--- config.mk ---
export PLATFORM = sky130hd
export DESIGN_NAME = ffds_ctrl
export DESIGN_NICKNAME = d
export VERILOG_FILES = /design/src/rtl/core/ffds_pkg.sv /design/src/rtl/core/ffds_ctrl.sv
export SDC_FILE = /design/constraint.sdc
export NUM_CORES = 1
export LEC_CHECK = 0
export ABC_AREA = 1
export BUFFER_PORTS_ARGS = -buffer_cell sky130_fd_sc_hd__buf_4
export CAP_MARGIN = 30
export CORE_UTILIZATION = 45
export DETAILED_ROUTE_END_ITERATION = 12
export PLACE_DENSITY = 0.68
export SLEW_MARGIN = 20
export SYNTH_ARGS = -nofsm -noshare
export SYNTH_HDL_FRONTEND = slang
export SYNTH_SLANG_ARGS = --single-unit
--- constraint.sdc ---
create_clock -name clk -period 1.47 [get_ports clk]
set_input_delay 0.2205 -clock clk [delete_from_list [all_inputs] [get_ports clk]]
set_output_delay 0.2205 -clock clk [all_outputs]
set_load 0.03 [all_outputs]
--- src/rtl/core/ffds_pkg.sv ---
package ffds_pkg;

  localparam logic [2:0] ACT_LOOKUP = 3'd0;
  localparam logic [2:0] ACT_START  = 3'd1;
  localparam logic [2:0] ACT_DATA   = 3'd2;
  localparam logic [2:0] ACT_END    = 3'd3;
  localparam logic [2:0] ACT_DELETE = 3'd4;
  localparam logic [2:0] ACT_FORMAT = 3'd5;

  localparam logic [2:0] ST_OK         = 3'd0;
  localparam logic [2:0] ST_NOT_FOUND  = 3'd1;
  localparam logic [2:0] ST_NO_SPACE   = 3'd2;
  localparam logic [2:0] ST_BAD_SIZE   = 3'd3;
  localparam logic [2:0] ST_OVERFLOW   = 3'd4;
  localparam logic [2:0] ST_INCOMPLETE = 3'd5;
  localparam logic [2:0] ST_DIR_FULL   = 3'd6;

  localparam logic [0:0] CFG_START = 1'd0;
  localparam logic [0:0] CFG_SIZE  = 1'd1;

  localparam logic [23:0] START_RESET = 24'd16384;
  localparam logic [24:0] SIZE_RESET  = 25'd8372224;
  localparam logic [24:0] ADDR_LIMIT  = 25'h1000000;
  localparam logic [15:0] CRC_INIT    = 16'hFFFF;
  localparam logic [15:0] CRC_POLY    = 16'h1021;

  typedef struct packed {
    logic [15:0] id;
    logic [23:0] start;
    logic [23:0] size;
    logic [15:0] crc;
  } entry_t;

  typedef struct packed {
    logic accept;
    logic issue;
    logic commit;
  } dp_cmd_t;

  function automatic logic [15:0] crc_byte(input logic [15:0] crc_in, input logic [7:0] b);
    logic [15:0] c;
    c = crc_in ^ {b, 8'h00};
    for (int k = 0; k < 8; k++) begin
      if (c[15]) begin
        c = {c[14:0], 1'b0} ^ CRC_POLY;
      end else begin
        c = {c[14:0], 1'b0};
      end
    end
    return c;
  endfunction

endpackage

--- src/rtl/core/ffds_ctrl.sv ---
module ffds_ctrl #(
  parameter int DIR_ENTRIES = 128
) (
  input  logic                                             clk,
  input  logic                                             rst,
  input  logic                                             in_valid,
  output logic                                             in_ready,
  input  logic [2:0]                                       action,
  output logic                                             out_valid,
  input  logic                                             out_ready,
  output ffds_pkg::dp_cmd_t                                cmd,
  output logic [(DIR_ENTRIES > 1 ? $clog2(DIR_ENTRIES) : 1)-1:0] rd_addr
);

  localparam int AW = DIR_ENTRIES > 1 ? $clog2(DIR_ENTRIES) : 1;
  localparam int CW = AW + 1;

  typedef enum logic [3:0] {
    IDLE   = 4'b0001,
    SCAN   = 4'b0010,
    DRAIN  = 4'b0100,
    COMMIT = 4'b1000
  } state_t;

  state_t state, state_next;
  logic [CW-1:0] cnt, cnt_next;

  always_comb begin
    state_next = state;
    cnt_next = cnt;
    cmd = '0;
    in_ready = 1'b0;
    unique case (state)
      IDLE: begin
        in_ready = 1'b1;
        if (in_valid) begin
          cmd.accept = 1'b1;
          cnt_next = '0;
          if (action == ffds_pkg::ACT_DATA || action == ffds_pkg::ACT_FORMAT) begin
            state_next = COMMIT;
          end else begin
            state_next = SCAN;
          end
        end
      end
      SCAN: begin
        cmd.issue = 1'b1;
        if (cnt == CW'(DIR_ENTRIES - 1)) begin
          state_next = DRAIN;
        end else begin
          cnt_next = cnt + 1'b1;
        end
      end
      DRAIN: begin
        state_next = COMMIT;
      end
      COMMIT: begin
        if (!out_valid || out_ready) begin
          cmd.commit = 1'b1;
          state_next = IDLE;
        end
      end
      default: begin
        state_next = IDLE;
      end
    endcase
  end

  assign rd_addr = cnt[AW-1:0];

  always_ff @(posedge clk) begin
    if (rst) begin
      state <= IDLE;
      cnt <= '0;
      out_valid <= 1'b0;
    end else begin
      state <= state_next;
      cnt <= cnt_next;
      if (cmd.commit) begin
        out_valid <= 1'b1;
      end else if (out_ready) begin
        out_valid <= 1'b0;
      end
    end
  end

  a_busy_after_accept: assert property (@(posedge clk) disable iff (rst)
    (in_valid && in_ready) |=> !in_ready)
    else $error("item accepted while busy");

  a_commit_shows: assert property (@(posedge clk) disable iff (rst)
    cmd.commit |=> out_valid)
    else $error("result lost after commit");

  a_issue_range: assert property (@(posedge clk) disable iff (rst)
    cmd.issue |-> (cnt < CW'(DIR_ENTRIES)))
    else $error("scan address out of range");

endmodule

Word level (Yosys, flattened, before mapping):

Index checks and enable logic that the tools add are counted.

* input bits: 7
* output and inout port bits: 12
* word-level logic and storage cells: 38
* flip-flop bits (word level): 13

* multiplexer cells: 16
* eq/ne operators: 11
* reduce and logical (&&, ||, !) cells: 7
* $add $sub $neg: 1

Operator list (count)
* 2-to-1 mux 4 bit: 4
* 2-to-1 mux 8 bit: 2
* one-hot mux 4 bit (4 select lines): 1
* one-hot mux 8 bit (2 select lines): 1
* adder 8 x 1 -> 8 bit (second input constant): 1
* == test 8 x 7 -> 1 bit (second input constant): 1
* 2-to-1 mux 1 bit: 8
* != test 2 bit (second input constant): 4
* AND reduction 3 bit: 2
* == test 4 x 1 -> 1 bit (second input constant): 1
* == test 4 x 2 -> 1 bit (second input constant): 1
* == test 4 x 3 -> 1 bit (second input constant): 1
* == test 4 bit (second input constant): 1
* nonzero test 2 bit: 2
* == test 3 x 2 -> 1 bit (second input constant): 1
* == test 3 bit (second input constant): 1
* logical OR 1 bit: 2
* logical NOT 1 bit: 1

Logic depth before layout (Yosys ltp):

Gate-level depths: netlist (run 1).

* depth after elaboration: 5
* depth in mapped cells: 10
* depth with buffers taken out: 9

Worst setup path after synthesis (run 1):

Ideal clock, no wire load.

* kind: reg-to-reg
* from: register cnt[0]
* to: register cnt[3]
* path slack: 0.124 ns
* period minus slack after synthesis: 1.346 ns
* setup time: 0.114 ns
* required time: 1.356 ns
* arrival: 1.232 ns
* buffers on the path: 1
* stages on the path, launching flop included: 10
* cell sequence: dfxtp_1 ha_1 nand3_1 inv_1 nand2_2 nand2_4 nand2_4 buf_8 a21oi_1 nor2_1

* longest elaborated chain between the ends: 3
* elaborated cells between the ends (all ways): 6
* classes of those cells: add/sub (1); eq/ne (2); mux (2); reduce/logical (1)

Ends and longest elaborated chain
* start, declared: RTL line ffds_ctrl.sv:26 `logic [CW-1:0] cnt, cnt_next;`
* start signal, assigned: RTL line ffds_ctrl.sv:78 `cnt <= cnt_next;`
* adder 8 x 1 -> 8 bit or == test 8 x 7 -> 1 bit (tied branches): RTL line ffds_ctrl.sv:51, ffds_ctrl.sv:48
* 2-to-1 mux 8 bit or != test 2 bit (tied branches)
* one-hot mux 8 bit (2 select lines) or AND reduction 3 bit (tied branches)

Several ways; a longest one is shown, not always the timed one. The select of a mux whose other input is x is not followed.
A chain may end at the register's enable or synchronous reset.

==> results.md, run 1 <==
Critical path:
- For this design, the slowest cell found on the critical path is sky130_fd_sc_hd__dfxtp_4.
- The most frequent cell on the critical path is sky130_fd_sc_hd__inv_4.
- For the worst setup path, the data required time is ~1.3 ns.
- Walking the worst path, the cells encountered are nor2_4, nand3_4, inv_4, nand2_8, inv_4, buf_6.
- The maximum net fanout on the critical path is 3.
- The class of the most critical setup path is register to output port.
- The maximum single-stage delay on the critical path is between 0.3 and 0.4 ns.
- Data on the critical path arrives at its endpoint at about 1.2 ns.
- The critical path capture point type is an output port.
- The element type at the critical path start is a register.

Global route:
- The pin count of the biggest net entering global routing is 12.
- The sum of overflow across all layers after global routing is 0.
- The number of antenna violations at the first check in global routing is 0.
- The via count of the first global-routing pass is around 670.
- In the global route stage, overall resource usage came out at 0.1860.
- The first global-routing pass estimated ~2.7 mm of wire.

Routing:
- After detailed routing, the number of remaining DRC violations is 0.
- Dividing the detail-routed wire length by the instance count gives 10.39 um.
- The final route contains roughly 820 vias.
- After the first detailed-routing iteration, the DRC count stood at 13.
- The detailed-route vias per instance is between 4 and 5.
- The first TritonRoute pass finished after 4 iterations.
- After detailed routing, the total wire length is roughly 1.8 mm.
- The count of nets left with antenna violations once routing finished came out at 0.

Final layout:
- Compared with the post-synthesis result, the final layout area differs by 30.46%.
- The multi-input gate area in the final layout is around 470 um^2.
- The fraction of final layout cells with drive strength greater than 1 is 0.3836.
- Registers take around 270 um^2.
- Counting the fill cells in the layout gives between 150 and 200.
- The number of antenna repair diodes is 0.
- The final net count is about 160.
- The share of the core filled with cells is 0.6294.

Clock network:
- The count of hold-fix buffers inserted at cts is 0.
- The latest clock arrival within the worst-skew pair is between 0.2 and 0.3 ns.
- The maximum number of buffers from clock root to sink is 2.
- After clock tree synthesis, the clock-pin slew on the worst setup and hold paths is approximately 0.080 ns.
- The number of H-tree levels is 1.
- The clock tree from TritonCTS is done.
- CTS saw 13 sinks.
- The buffer type at the clock tree root is sky130_fd_sc_hd__clkbuf_4.
- TritonCTS created 3 clock buffers.

Synth:
- Of the total synthesized cell area, the portion taken by AND, OR, NAND and NOR gates is 0.3908.
- Of the total synthesized cell area, the portion taken by full adders, half adders and majority gates is 0.01486.
- The cell area after synthesis is roughly 840 um^2.
- The number of instances in the synthesized netlist is 124.
- The portion of synthesized area spent on multiplexers is 0.
- A synthesized cell averages 6.791 um^2.
- The number of nets handed over by synthesis was roughly 130.
- The sequential cell area fraction in the yosys report is 0.3091.
- The distinct cell type count of the synthesized netlist is 24.
- The fraction of the mapped netlist area in compound gates came to 0.1055.
- Of the total synthesized cell area, the portion taken by XOR and XNOR cells is 0.
- The combinational family with the most area after synthesis is simple AND/OR/NAND/NOR gates.
- For this run, the number of Yosys warnings is 0.
- After synthesis the netlist holds a flip-flop and latch count of 13.

STA:
- The total count of max-transition violations in the final report is 0.
- The shortest period the worst path allows is approximately 1.4 ns.
- The highest clock frequency the design can meet is 0.6959 GHz.
- At the pin with the least slew margin, the transition time is roughly 0.3 ns.
- Of the available clock period, the critical path in the final layout requires 0.9775.
- The number of hold-slack violations in the final timing report was 0.
- The final clock skew is between 0.007 and 0.008 ns.
- The total negative slack for setup checks is 0 ns.
- The worst slew margin relative to its limit is 0.8031.
- The number of setup violations in the final report is 0.
- Setup repair after global routing could not meet its margin everywhere.

Floorplan:
- The die span in y is approximately 45 um.
- The floorplan step set the die width to about 45 um.
- The full die area is between 2000 and 2500 um^2.
- The initial core utilization is 0.4824.
- The standard-cell row count is 15.
- 19 I/O pins were placed.
- In this run the standard cell core region covers between 1500 and 2000 um^2.

Status:
- The flow ran to the end, and the final reports show no timing, DRC or antenna violations.

Placed design:
- The half-perimeter wire length after placement is roughly 1.2 mm.
- The final weighted congestion of routability-driven global placement is about 0.77.
- The number of port buffers is 18.

Pwr:
- The worst-case vdd ir drop is between 700 and 800 uV.
- In this run the static leakage power is between 0.5 and 0.6 nW.
- In this run the power density over the cells is ~990 nW/um^2.
- Overall power consumption after layout is estimated at 0.001084 W.

Job:
- The number of maximum-capacitance violations is 0.

Hold path:
- The class of the tightest hold or removal check is input pin to register.
## critical path, delay by kind of cell, from the launching register on
kind / cells / cell delay, ns
buf+inv: 3 / 0.26
flops: 1 / 0.36
simple gates: 3 / 0.31
## final cells by class
class,instances,area share
Multi-Input combinational cell,83,0.4317
Timing Repair Buffer,27,0.1948
Inverter,19,0.07403
Clock buffer,4,0.02392
Tap cell,25,0.02847
Sequential cell,13,0.2472
## through the flow
stage	setup slack [ns]	hold slack, ns	cell area, um^2	std cells
finish	0.03305	0.1268	1099	171
global route	-0.04652	0.1287	1099	171
CTS	-0.02249	0.1400	1002	167
detailed placement	0.04987	0.4383	940.9	159
global placement	0.1136	0.4318	940.9	159
floorplan	0.1239	0.2896	842.1	124
## logic make-up after synthesis
group           after synthesis
flops                        13
fa+ha+maj                     1
simple gates                 67
buf+inv                      28
compound gates               15
## cell usage after synthesis
library cell	number	area share
sky130_fd_sc_hd__nand2_1	27	0.12
sky130_fd_sc_hd__inv_1	17	0.076
sky130_fd_sc_hd__nor2_1	17	0.076
sky130_fd_sc_hd__dfxtp_1	13	0.31
sky130_fd_sc_hd__nand3_1	11	0.065
sky130_fd_sc_hd__a21oi_1	8	0.048
sky130_fd_sc_hd__buf_4	8	0.071
sky130_fd_sc_hd__nand2_4	3	0.040
sky130_fd_sc_hd__o21ai_0	3	0.018
sky130_fd_sc_hd__nand2_2	2	0.015
sky130_fd_sc_hd__nand4_1	2	0.015
sky130_fd_sc_hd__a21o_2	1	0.010
sky130_fd_sc_hd__a21oi_2	1	0.010
sky130_fd_sc_hd__buf_8	1	0.018
sky130_fd_sc_hd__ha_1	1	0.015
sky130_fd_sc_hd__inv_2	1	0.0045
sky130_fd_sc_hd__inv_6	1	0.010
sky130_fd_sc_hd__nand3_2	1	0.012
sky130_fd_sc_hd__nand3_4	1	0.021
sky130_fd_sc_hd__nor2_2	1	0.0074
sky130_fd_sc_hd__nor2_4	1	0.013
sky130_fd_sc_hd__nor3_1	1	0.0059
sky130_fd_sc_hd__o21ai_2	1	0.010
sky130_fd_sc_hd__o21bai_1	1	0.0089
## metal layers
metal,part of all wire,GRT usage,vias to the layer above
li1,-,-,428
met1,0.43,0.2372,372
met2,0.52,0.2899,17
met3,0.030,0.03600,5
met4,0.021,0.1091,0
met5,0,0,-
## repair_timing
action / 4_1_cts / 5_1_grt
pin swaps: 2 / 4
endpoints found under the setup margin: 1 / 11
gates resized for setup: 2 / 21
setup buffers: 4 / 4
## path summary, 6_finish.rpt
kind | slack (ns) | endpoint | cells after the start | from
max reg2reg | 0.09 | cnt[4] | 10 | state[2]
max | 0.03 | cmd[2] | 6 | state[2]
min | 0.13 | state[1] | 2 | rst
min reg2reg | 0.53 | cnt[0] | 2 | cnt[0]
## layout by cell type (no fill, tap or decap), types with 3 or more instances in the layout
| master | instances |
|---|---|
| sky130_fd_sc_hd__nor2_1 | 16 |
| sky130_fd_sc_hd__nand2_1 | 27 |
| sky130_fd_sc_hd__buf_6 | 3 |
| sky130_fd_sc_hd__nand3_1 | 9 |
| sky130_fd_sc_hd__buf_4 | 24 |
| sky130_fd_sc_hd__dfxtp_2 | 3 |
| sky130_fd_sc_hd__dfxtp_1 | 8 |
| sky130_fd_sc_hd__clkbuf_4 | 3 |
| sky130_fd_sc_hd__o21ai_0 | 3 |
| sky130_fd_sc_hd__inv_1 | 15 |
| sky130_fd_sc_hd__a21oi_1 | 7 |
## state kept, by name (all words and copies together) (netlist names)
| register | flops |
|---|---|
| state | 4 |
| cnt | 8 |
| out_valid | 1 |
## power breakdown
| part | leakage, nW | internal (W) | switching, W |
|---|---|---|---|
| Combinational | 0.392 | 0.000191 | 0.000252 |
| Sequential | 0.108 | 0.000376 | 0.0000337 |
| Clock | 0.0150 | 0.000106 | 0.000126 |
Note: power is estimated with default switching activity, not from simulation.
==> inputs of run 2 (changes only) <==
--- a/config.mk
+++ b/config.mk
@@ -5,12 +5,11 @@
 export SDC_FILE = /design/constraint.sdc
 export NUM_CORES = 1
 export LEC_CHECK = 0
-export ABC_AREA = 1
 export BUFFER_PORTS_ARGS = -buffer_cell sky130_fd_sc_hd__buf_4
 export CAP_MARGIN = 30
 export CORE_UTILIZATION = 45
 export DETAILED_ROUTE_END_ITERATION = 12
-export PLACE_DENSITY = 0.68
+export PLACE_DENSITY = 0.7
 export SLEW_MARGIN = 20
 export SYNTH_ARGS = -nofsm -noshare
 export SYNTH_HDL_FRONTEND = slang
==> run 2 against run 1 <==
The flow now finishes with violations (setup timing); cell count down 12%; via count up 6.2%; cell area up 8.0%; non-clock buffer count up 22; sequential power down 10%; utilization up 15 points; clock skew down 0.0018 ns; wire length up 22%; maximum frequency down 17%; synthesized cell count down 27%; total power down 22%; largest power group is now sequential cells; highest routed layer unchanged.
==> results.md, run 2 <==
Status:
- The flow ran to the end, but the final reports show violations.
- The checks that failed: setup timing.

Critical path:
- The worst setup path is captured at a register.
- The class of the most critical setup path is register to register.
- The maximum net fanout on the critical path is 4 (+1).
- The data arrival at the endpoint of the critical path is 1.96 ns (+0.74 ns).
- The required time at the worst-slack endpoint is 1.70 ns (+0.45 ns).
- STA classifies the critical path startpoint as a register.

Floorplan:
- The standard-cell row count is 14 (-1).
- The initial core utilization is 0.4860 (+0.003605).
- The die span in y came to 42.57 um (-5.9%).
- The number of top-level pins is 19 (unchanged).
- The standard cell core area is 1524 um^2 (-13%).
- The die outline width is 42.57 um (-5.9%).
- The full die area came to 1812 um^2 (-12%).

Pwr:
- The power density over the cells came to 715.8 nW/um^2 (-27%).
- The combinational cell fraction of total power is 0.299 (-0.110).
- The sequential fraction of design power is 0.434 (+0.056).
- The internal power summed over all cells is 0.0005987 W (-11%).
- The proportion of power drawn by the clock network was 0.267 (+0.054).
- The worst-case vdd ir drop is 543.4 uV (-25%).
- The net switching fraction of the power is 0.2948 (-0.08465).
- The net switching power is 0.0002503 W (-39%).
- The static power due to leakage is 0.5441 nW (+5.6%).

Placed design:
- The final weighted congestion of routability-driven global placement is 0.8392 (+9.5%).
- The instance area at placement was 1022 um^2 (+8.6%).
- The cell total after placement is 138 (-13%).
- The worst slack at placement is -0.3424 ns (-0.3923 ns).
- The number of port buffers came to 18 (unchanged).
- The half-perimeter wire length after placement is 1.455 mm (+18%).

Routing:
- The number of remaining DRC errors came to 0 (unchanged).
- The number of DRC violations after detailed-routing iteration 0 was 29 (+16).
- The iteration count of the initial detailed-routing pass is 4 (unchanged).
- The detailed-route vias per instance is 5.820 (+21%).
- The per-cell routed wire length is 14.48 um (+39%).
- The count of nets left with antenna violations after detail routing is 0 (unchanged).
- The total routed wirelength is 2.172 mm (+22%).
- The routed via count is 873 (+6.2%).

Clock network:
- The root buffer cell chosen for the clock tree is sky130_fd_sc_hd__clkbuf_4.
- TritonCTS built the clock tree.
- The latest clock arrival within the worst-skew pair is 0.28 ns (about the same).
- The total clock buffers created by CTS is 3 (unchanged).
- The number of H-tree levels is 1 (unchanged).
- The count of clock tree sinks is 13 (unchanged).
- The CTS clock-pin slew for the worst setup and hold paths is 0.08 ns (about the same).
- The maximum number of buffers from clock root to sink is 2 (unchanged).

Synth:
- The distinct cell type count of the synthesized netlist is 34 (+42%).
- The async set-reset flop share out of synthesis is 0 (unchanged).
- The most common cell in the synthesized netlist is sky130_fd_sc_hd__dfxtp_1.
- The commonest cells after synthesis are sky130_fd_sc_hd__dfxtp_1, sky130_fd_sc_hd__buf_4, sky130_fd_sc_hd__nand2_1.
- The largest total area in the synthesized netlist belongs to sky130_fd_sc_hd__dfxtp_1.
- The total of flip-flops plus latches after synthesis is 13 (unchanged).
- The average footprint of a synthesized cell came to 8.140 um^2 (+20%).
- Ranked by total cell area, the synthesized netlist is headed by sky130_fd_sc_hd__dfxtp_1, sky130_fd_sc_hd__buf_4, sky130_fd_sc_hd__nand2b_1, sky130_fd_sc_hd__nand3_1, sky130_fd_sc_hd__o21ai_0.
- The total nets after synthesis is 99 (-25%).
- The number of instances in the synthesized netlist came to 91 (-27%).
- The cell area after synthesis came to 740.7 um^2 (-12%).
- The sequential cell area fraction in the yosys report came to 0.3514 (+0.04229).
- Among all flip-flop cells after synthesis, the most frequent one is sky130_fd_sc_hd__dfxtp_1.
- The area fraction of the dominant cell type after synthesis is 0.3514 (+0.04229).
- The number of synthesized flops with an enable pin came to 0 (unchanged).
- The number of warnings printed during yosys synthesis was 0 (unchanged).

Final layout:
- The area of all placed cells without fillers was 1186 um^2 (+8.0%).
- The layout overhead on the synthesized area is 60.14%.
- The final net count is 143 (-7.7%).
- The largest registers in the layout are cnt (8), state (4), out_valid (1).
- The number of cells in the finished layout apart from fillers is 150 (-12%).
- The register with the most flip-flops is cnt.
- The number of antenna repair diodes is 0 (unchanged).
- The commonest non-fill, non-tap cell in the layout is sky130_fd_sc_hd__buf_4.
- The fraction of final layout cells with drive strength greater than 1 is 0.5224 (+0.1388).
- The top cell types in the final layout, fill and taps aside, are sky130_fd_sc_hd__buf_4, sky130_fd_sc_hd__dfxtp_1, sky130_fd_sc_hd__nand2_1.
- The number of flip-flops in the largest register was 8 (unchanged).

STA:
- The number of hold-slack violations in the final timing report was 0 (unchanged).
- The smallest setup slack after layout is -0.2581 ns (-0.2911 ns).
- The number of setup violations in the final report is 13 (+13).
- The transition time of the tightest slew-check pin is 0.2542 ns (-0.04086 ns).
- The final clock period utilization by the worst path came to 1.176 (+0.1980).
- The total negative slack for setup checks was -1.671 ns (-1.671 ns).
- The worst slew margin relative to its limit came to 0.8279 (+0.02477).
- The highest clock frequency the design can meet is 0.5787 GHz (-17%).
- Setup repair after global routing could not meet its margin everywhere.
- The shortest period the worst path allows is 1.728 ns (+0.2911 ns).
- The final clock skew was 0.005710 ns (-0.001840 ns).
- The total count of max-transition violations in the final report is 0 (unchanged).

Global route:
- The number of antenna violations at the first check in global routing is 0 (unchanged).
- The sum of overflow across all layers after global routing is 0 (unchanged).
- The global-route usage over all layers is 0.2673 (+0.08127).
- The first-pass GRT wire length is 3.588 mm (+32%).
- The via count of the first global-routing pass came to 793 (+19%).
- The pin count of the biggest net entering global routing is 12 (unchanged).

Job:
- The number of maximum-capacitance violations was 0 (unchanged).

Hold path:
- The class of the tightest hold or removal check is input pin to register.
==> run 2: changes by cell type after synthesis, sizes merged, moves of 5 or more <==
cell | previous run | this run
nand2b | 0 | 5
nand2 | 32 | 8
nor2 | 19 | 5
inv | 19 | 4
nand3 | 13 | 6
a21oi | 9 | 4
==> run 2: per-layer routing <==
layer / track usage / part of all wire / vias up
li1: - / - / 412
met5: 0 / 0 / -
met2: 0.4338 / 0.46 / 46
met1: 0.3298 / 0.45 / 408
met4: 0.08750 / 0.018 / 0
met3: 0.09052 / 0.066 / 7
==> run 2: worst paths after layout <==
path,startpoint,end,slack (ns),cells after the start
max,state[2],cnt[7],-0.26,4
min,rst,cnt[3],0.19,2
max reg2reg,state[2],cnt[7],-0.26,4
min reg2reg,cnt[5],cnt[5],0.59,2
==> run 2: cell families after synthesis <==
family                   synth area share
AO/OA/AOI/OAI                      0.1943
flip-flops                         0.3514
buffers and inverters              0.1132
XOR/XNOR                          0.01183
adder cells (fa/ha/maj)           0.01689
AND/OR/NAND/NOR                    0.3125
==> run 2: layout make-up <==
type | instances | area, um^2
Clock buffer | 4 | 26.28
Inverter | 4 | 15.01
Sequential cell | 13 | 265.3
Multi-Input combinational cell | 64 | 469.2
Fill cell | 113 | 337.8
Timing Repair Buffer | 49 | 390.4
Tap cell | 16 | 20.02
==> run 2: power by group through the flow <==
| stage | sequential, W | clock (W) | combinational [W] |
|---|---|---|---|
| after floorplan | 0.000383 | 0 | 0.000104 |
| after global placement | 0.000375 | 0 | 0.000188 |
| after detailed placement | 0.000376 | 0 | 0.000191 |
| after CTS | 0.000369 | 0.000237 | 0.000230 |
| after global routing | 0.000370 | 0.000245 | 0.000269 |
| final | 0.000369 | 0.000226 | 0.000254 |
==> run 2: critical path, cell delays in order (launching register included) <==
cell and delay (ns):
sky130_fd_sc_hd__dfxtp_2 0.32, sky130_fd_sc_hd__or4b_4 0.56, sky130_fd_sc_hd__or4_4 0.45, sky130_fd_sc_hd__nor4b_2 0.23, sky130_fd_sc_hd__a41o_1 0.13
==> run 2: repair_timing <==
item	CTS	global route
endpoints found under the setup margin	14	14
buffers inserted	5	3
hold buffers	0	0
gates resized for setup	17	4
pin swaps	8	5
==> run 2: per-stage QoR <==
step	hold WS, ns	power (W)	util
after detailed placement	0.4916	0.0005672	0.6708
after global placement	0.4856	0.0005635	0.6708
after floorplan	0.3903	0.0004873	-
after global routing	0.1936	0.0008846	0.7783
after CTS	0.1786	0.0008359	0.7562
final	0.1945	0.0008491	0.7783
==> inputs of run 3 (changes only) <==
--- a/config.mk
+++ b/config.mk
@@ -7,9 +7,9 @@
 export LEC_CHECK = 0
 export BUFFER_PORTS_ARGS = -buffer_cell sky130_fd_sc_hd__buf_4
 export CAP_MARGIN = 30
-export CORE_UTILIZATION = 45
+export CORE_UTILIZATION = 50
 export DETAILED_ROUTE_END_ITERATION = 12
-export PLACE_DENSITY = 0.7
+export PLACE_DENSITY = 0.76
 export SLEW_MARGIN = 20
 export SYNTH_ARGS = -nofsm -noshare
 export SYNTH_HDL_FRONTEND = slang
==> constraint.sdc (replaced) <==
create_clock -name clk -period 1.47 [get_ports clk]
set_input_delay 0.147 -clock clk [delete_from_list [all_inputs] [get_ports clk]]
set_output_delay 0.147 -clock clk [all_outputs]
set_load 0.03 [all_outputs]
==> run 3 against run 2 <==
Wire length is 24% higher; sequential power hardly changed; highest routed layer unchanged; clock power is 7% higher; the run still ends with setup timing left; critical endpoint is now cnt[5].
==> results.md, run 3 (synthesized netlist as in run 2, its figures left out) <==
Global route:
- The number of antenna violations at the first check in global routing is 0 (unchanged).
- The pin count of the biggest net entering global routing is 12 (unchanged).
- The global-route usage over all layers is 0.3326 (+0.06525).
- The first-pass GRT wire length is 3.443 mm (-4.0%).
- The sum of overflow across all layers after global routing is 0 (unchanged).
- The via count of the first global-routing pass is 775 (-2.3%).

STA:
- The shortest period the worst path allows came to 1.852 ns (+0.1237 ns).
- The total negative slack for setup checks is -2.887 ns (-1.217 ns).
- The worst hold margin was 0.1384 ns (-0.05612 ns).
- The final clock skew is 0.005427 ns (-0.0002828 ns).
- The final clock period utilization by the worst path is 1.260 (+0.08413).
- The total count of max-transition violations in the final report is 0 (unchanged).
- The number of setup violations in the final report came to 15 (+2).
- Setup repair after global routing could not meet its margin everywhere.
- The transition time of the tightest slew-check pin was 0.4194 ns (+0.1652 ns).
- The smallest setup slack after layout was -0.3817 ns (-0.1237 ns).
- The worst slew margin relative to its limit is 0.7168 (-0.1110).
- The highest clock frequency the design can meet is 0.5400 GHz (-6.7%).
- The number of hold-slack violations in the final timing report was 0 (unchanged).

Critical path:
- The element type at the critical path start is a register.
- The maximum single-stage delay on the critical path is 0.55 ns (about the same).
- The required time at the worst-slack endpoint is 1.66 ns (-0.04 ns).
- The logic depth of the worst register-to-register path is 7 (+3).
- The endpoint of the most critical register-to-register path is cnt[5].
- The critical path goes through or4b_4, buf_4, buf_6, buf_4, nor3_2, nor2_1, a311oi_1.
- In this design, the largest share of critical-path delay is due to simple AND/OR/NAND/NOR gates.
- The largest individual stage delay along the critical path comes from the cell sky130_fd_sc_hd__or4b_4.
- The worst setup path startpoint is state[2].
- The logic depth of the worst path, buffers included is 7 (+3).
- The most frequent cell on the critical path is sky130_fd_sc_hd__buf_4.
- The minimum setup slack among reg-to-reg paths was -0.38 ns (-0.12 ns).
- The worst flop-to-flop path startpoint is state[2].
- The data arrival at the endpoint of the critical path came to 2.04 ns (+0.08 ns).
- The maximum net fanout on the critical path is 3 (-1).
- The critical path ends at cnt[5].
- The critical path capture point type is a register.
- By startpoint and endpoint, the worst setup path is classified as register to register.
- The buffer and inverter count on the worst path is 3 (+3).

Placed design:
- The number of port buffers came to 18 (unchanged).
- The worst slack at placement is -0.3575 ns (-0.01514 ns).
- The final weighted congestion of routability-driven global placement came to 0.8159 (-2.8%).
- The cell total after placement came to 135 (-2.2%).
- The half-perimeter wire length after placement is 1.388 mm (-4.6%).

Final layout:
- The layout overhead on the synthesized area is 59.12%.
- The number of antenna repair diodes is 0 (unchanged).
- The top cell types in the final layout, fill and taps aside, are sky130_fd_sc_hd__buf_4, sky130_fd_sc_hd__dfxtp_1, sky130_fd_sc_hd__nand2_1.
- The combined flip-flop and latch cell area is 265.3 um^2 (unchanged).
- The largest registers in the layout are cnt (8), state (4), out_valid (1).
- The fraction of final layout cells with drive strength greater than 1 came to 0.5414 (+0.01897).
- The number of flip-flops in the largest register is 8 (unchanged).
- The share of the core filled with cells is 0.8837 (+0.1054).
- The final net count is 142 (-0.70%).
- Leaving out fill and tap cells, the most frequent cell in the layout is sky130_fd_sc_hd__buf_4.
- The multi-input gate area in the final layout came to 473.0 um^2 (+0.80%).
- The number of fill cells in the layout is 72 (-36%).
- The number of cells in the finished layout apart from fillers was 148 (-1.3%).
- The register with the most flip-flops is cnt.

Clock network:
- The CTS clock-pin slew for the worst setup and hold paths is 0.10 ns (+0.02 ns).
- TritonCTS built the clock tree.
- The count of hold-fix buffers inserted at cts is 0 (unchanged).
- The total clock buffers created by CTS is 3 (unchanged).
- The maximum number of buffers from clock root to sink is 2 (unchanged).
- Clock tree synthesis selected as its root buffer the cell sky130_fd_sc_hd__clkbuf_4.
- The number of H-tree levels is 1 (unchanged).
- The count of clock tree sinks is 13 (unchanged).
- The latest clock arrival within the worst-skew pair is 0.28 ns (about the same).

Floorplan:
- The number of top-level pins came to 19 (unchanged).
- The full die area is 1639 um^2 (-9.5%).
- The die outline width is 40.49 um (-4.9%).
- The standard-cell row count is 13 (-1).
- The initial core utilization is 0.5553 (+0.06930).
- The standard cell core area is 1334 um^2 (-12%).
- The die span in y was 40.49 um (-4.9%).

Hold path:
- The origin of the worst min-delay path is rst.
- The min-delay analysis places its worst path in the category input pin to register.

Routing:
- The met3 wirelength from detailed routing came to 258 um (+79%).
- The per-cell routed wire length was 18.18 um (+26%).
- The count of nets left with antenna violations after detail routing came to 0 (unchanged).
- In this run the top signal layer used is met4.
- The sum of met2 wire segment lengths after detailed routing is 1.268 mm (+27%).
- The detailed-route vias per instance is 6.243 (+7.3%).
- The number of DRC violations after detailed-routing iteration 0 is 77 (+170%).
- The number of remaining DRC errors is 0 (unchanged).
- The total routed wirelength is 2.690 mm (+24%).
- The iteration count of the initial detailed-routing pass is 4 (unchanged).
- The routed via count came to 924 (+5.8%).
- The detailed-routing wirelength on met1 was 1.059 mm (+7.3%).

Pwr:
- The proportion of power drawn by the clock network is 0.279 (+0.012).
- The net switching fraction of the power came to 0.3237 (+0.02885).
- The worst-case vdd ir drop is 883.4 uV (+63%).
- The static power due to leakage came to 0.5234 nW (-3.8%).
- The net switching power was 0.0002797 W (+12%).
- The internal power summed over all cells came to 0.0005844 W (-2.4%).
- The combinational cell fraction of total power is 0.294 (-0.005).
- The sequential fraction of design power was 0.427 (-0.007).
- The power density over the cells is 733.2 nW/um^2 (+2.4%).

Job:
- The number of maximum-capacitance violations was 0 (unchanged).

Status:
- The run finished, with violations left.
- The checks that failed: setup timing.
run 3: worst min path at each step:
stage / to / slack, ns / cells past startpoint
final: out_valid / 0.14 / 2
after detailed placement: cnt[5] / 0.43 / 2
after floorplan: cnt[0] / 0.32 / 2
after global routing: cnt[1] / 0.15 / 2
after global placement: cnt[3] / 0.42 / 2
after CTS: out_valid / 0.13 / 2
run 3: metrics by stage:
| stage | power [W] | area [um^2] |
|---|---|---|
| after floorplan | 0.0004871 | 767.0 |
| after global placement | 0.0005581 | 1003 |
| after detailed placement | 0.0005634 | 1003 |
| after CTS | 0.0008327 | 1152 |
| after global routing | 0.0008882 | 1179 |
| final | 0.0008641 | 1179 |
run 3: power by group through the flow:
| stage | Sequential [W] | Clock, W | Combinational, W |
|---|---|---|---|
| after global routing | 0.000370 | 0.000251 | 0.000267 |
| after detailed placement | 0.000376 | 0 | 0.000187 |
| after global placement | 0.000375 | 0 | 0.000183 |
| final | 0.000369 | 0.000241 | 0.000254 |
| after CTS | 0.000368 | 0.000232 | 0.000233 |
| after floorplan | 0.000383 | 0 | 0.000104 |
run 3: what timing repair did:
action | CTS | global route
resized for setup | 15 | 7
setup buffers | 8 | 2
setup endpoints to repair | 13 | 15
pin swaps | 10 | 9
run 3: final cells by class:
type | count | area share
multi-input cells | 64 | 0.4013
clock inverters | 1 | 0.004246
repair buffers | 48 | 0.3217
clock buffers | 3 | 0.01911
well taps | 15 | 0.01592
flip-flops and latches | 13 | 0.2251
inverters | 4 | 0.01274
run 3: layer usage:
layer,GRT usage,up-vias
met5,0,-
met4,0.1250,0
met3,0.07778,16
met2,0.5754,79
met1,0.3913,414
li1,-,415
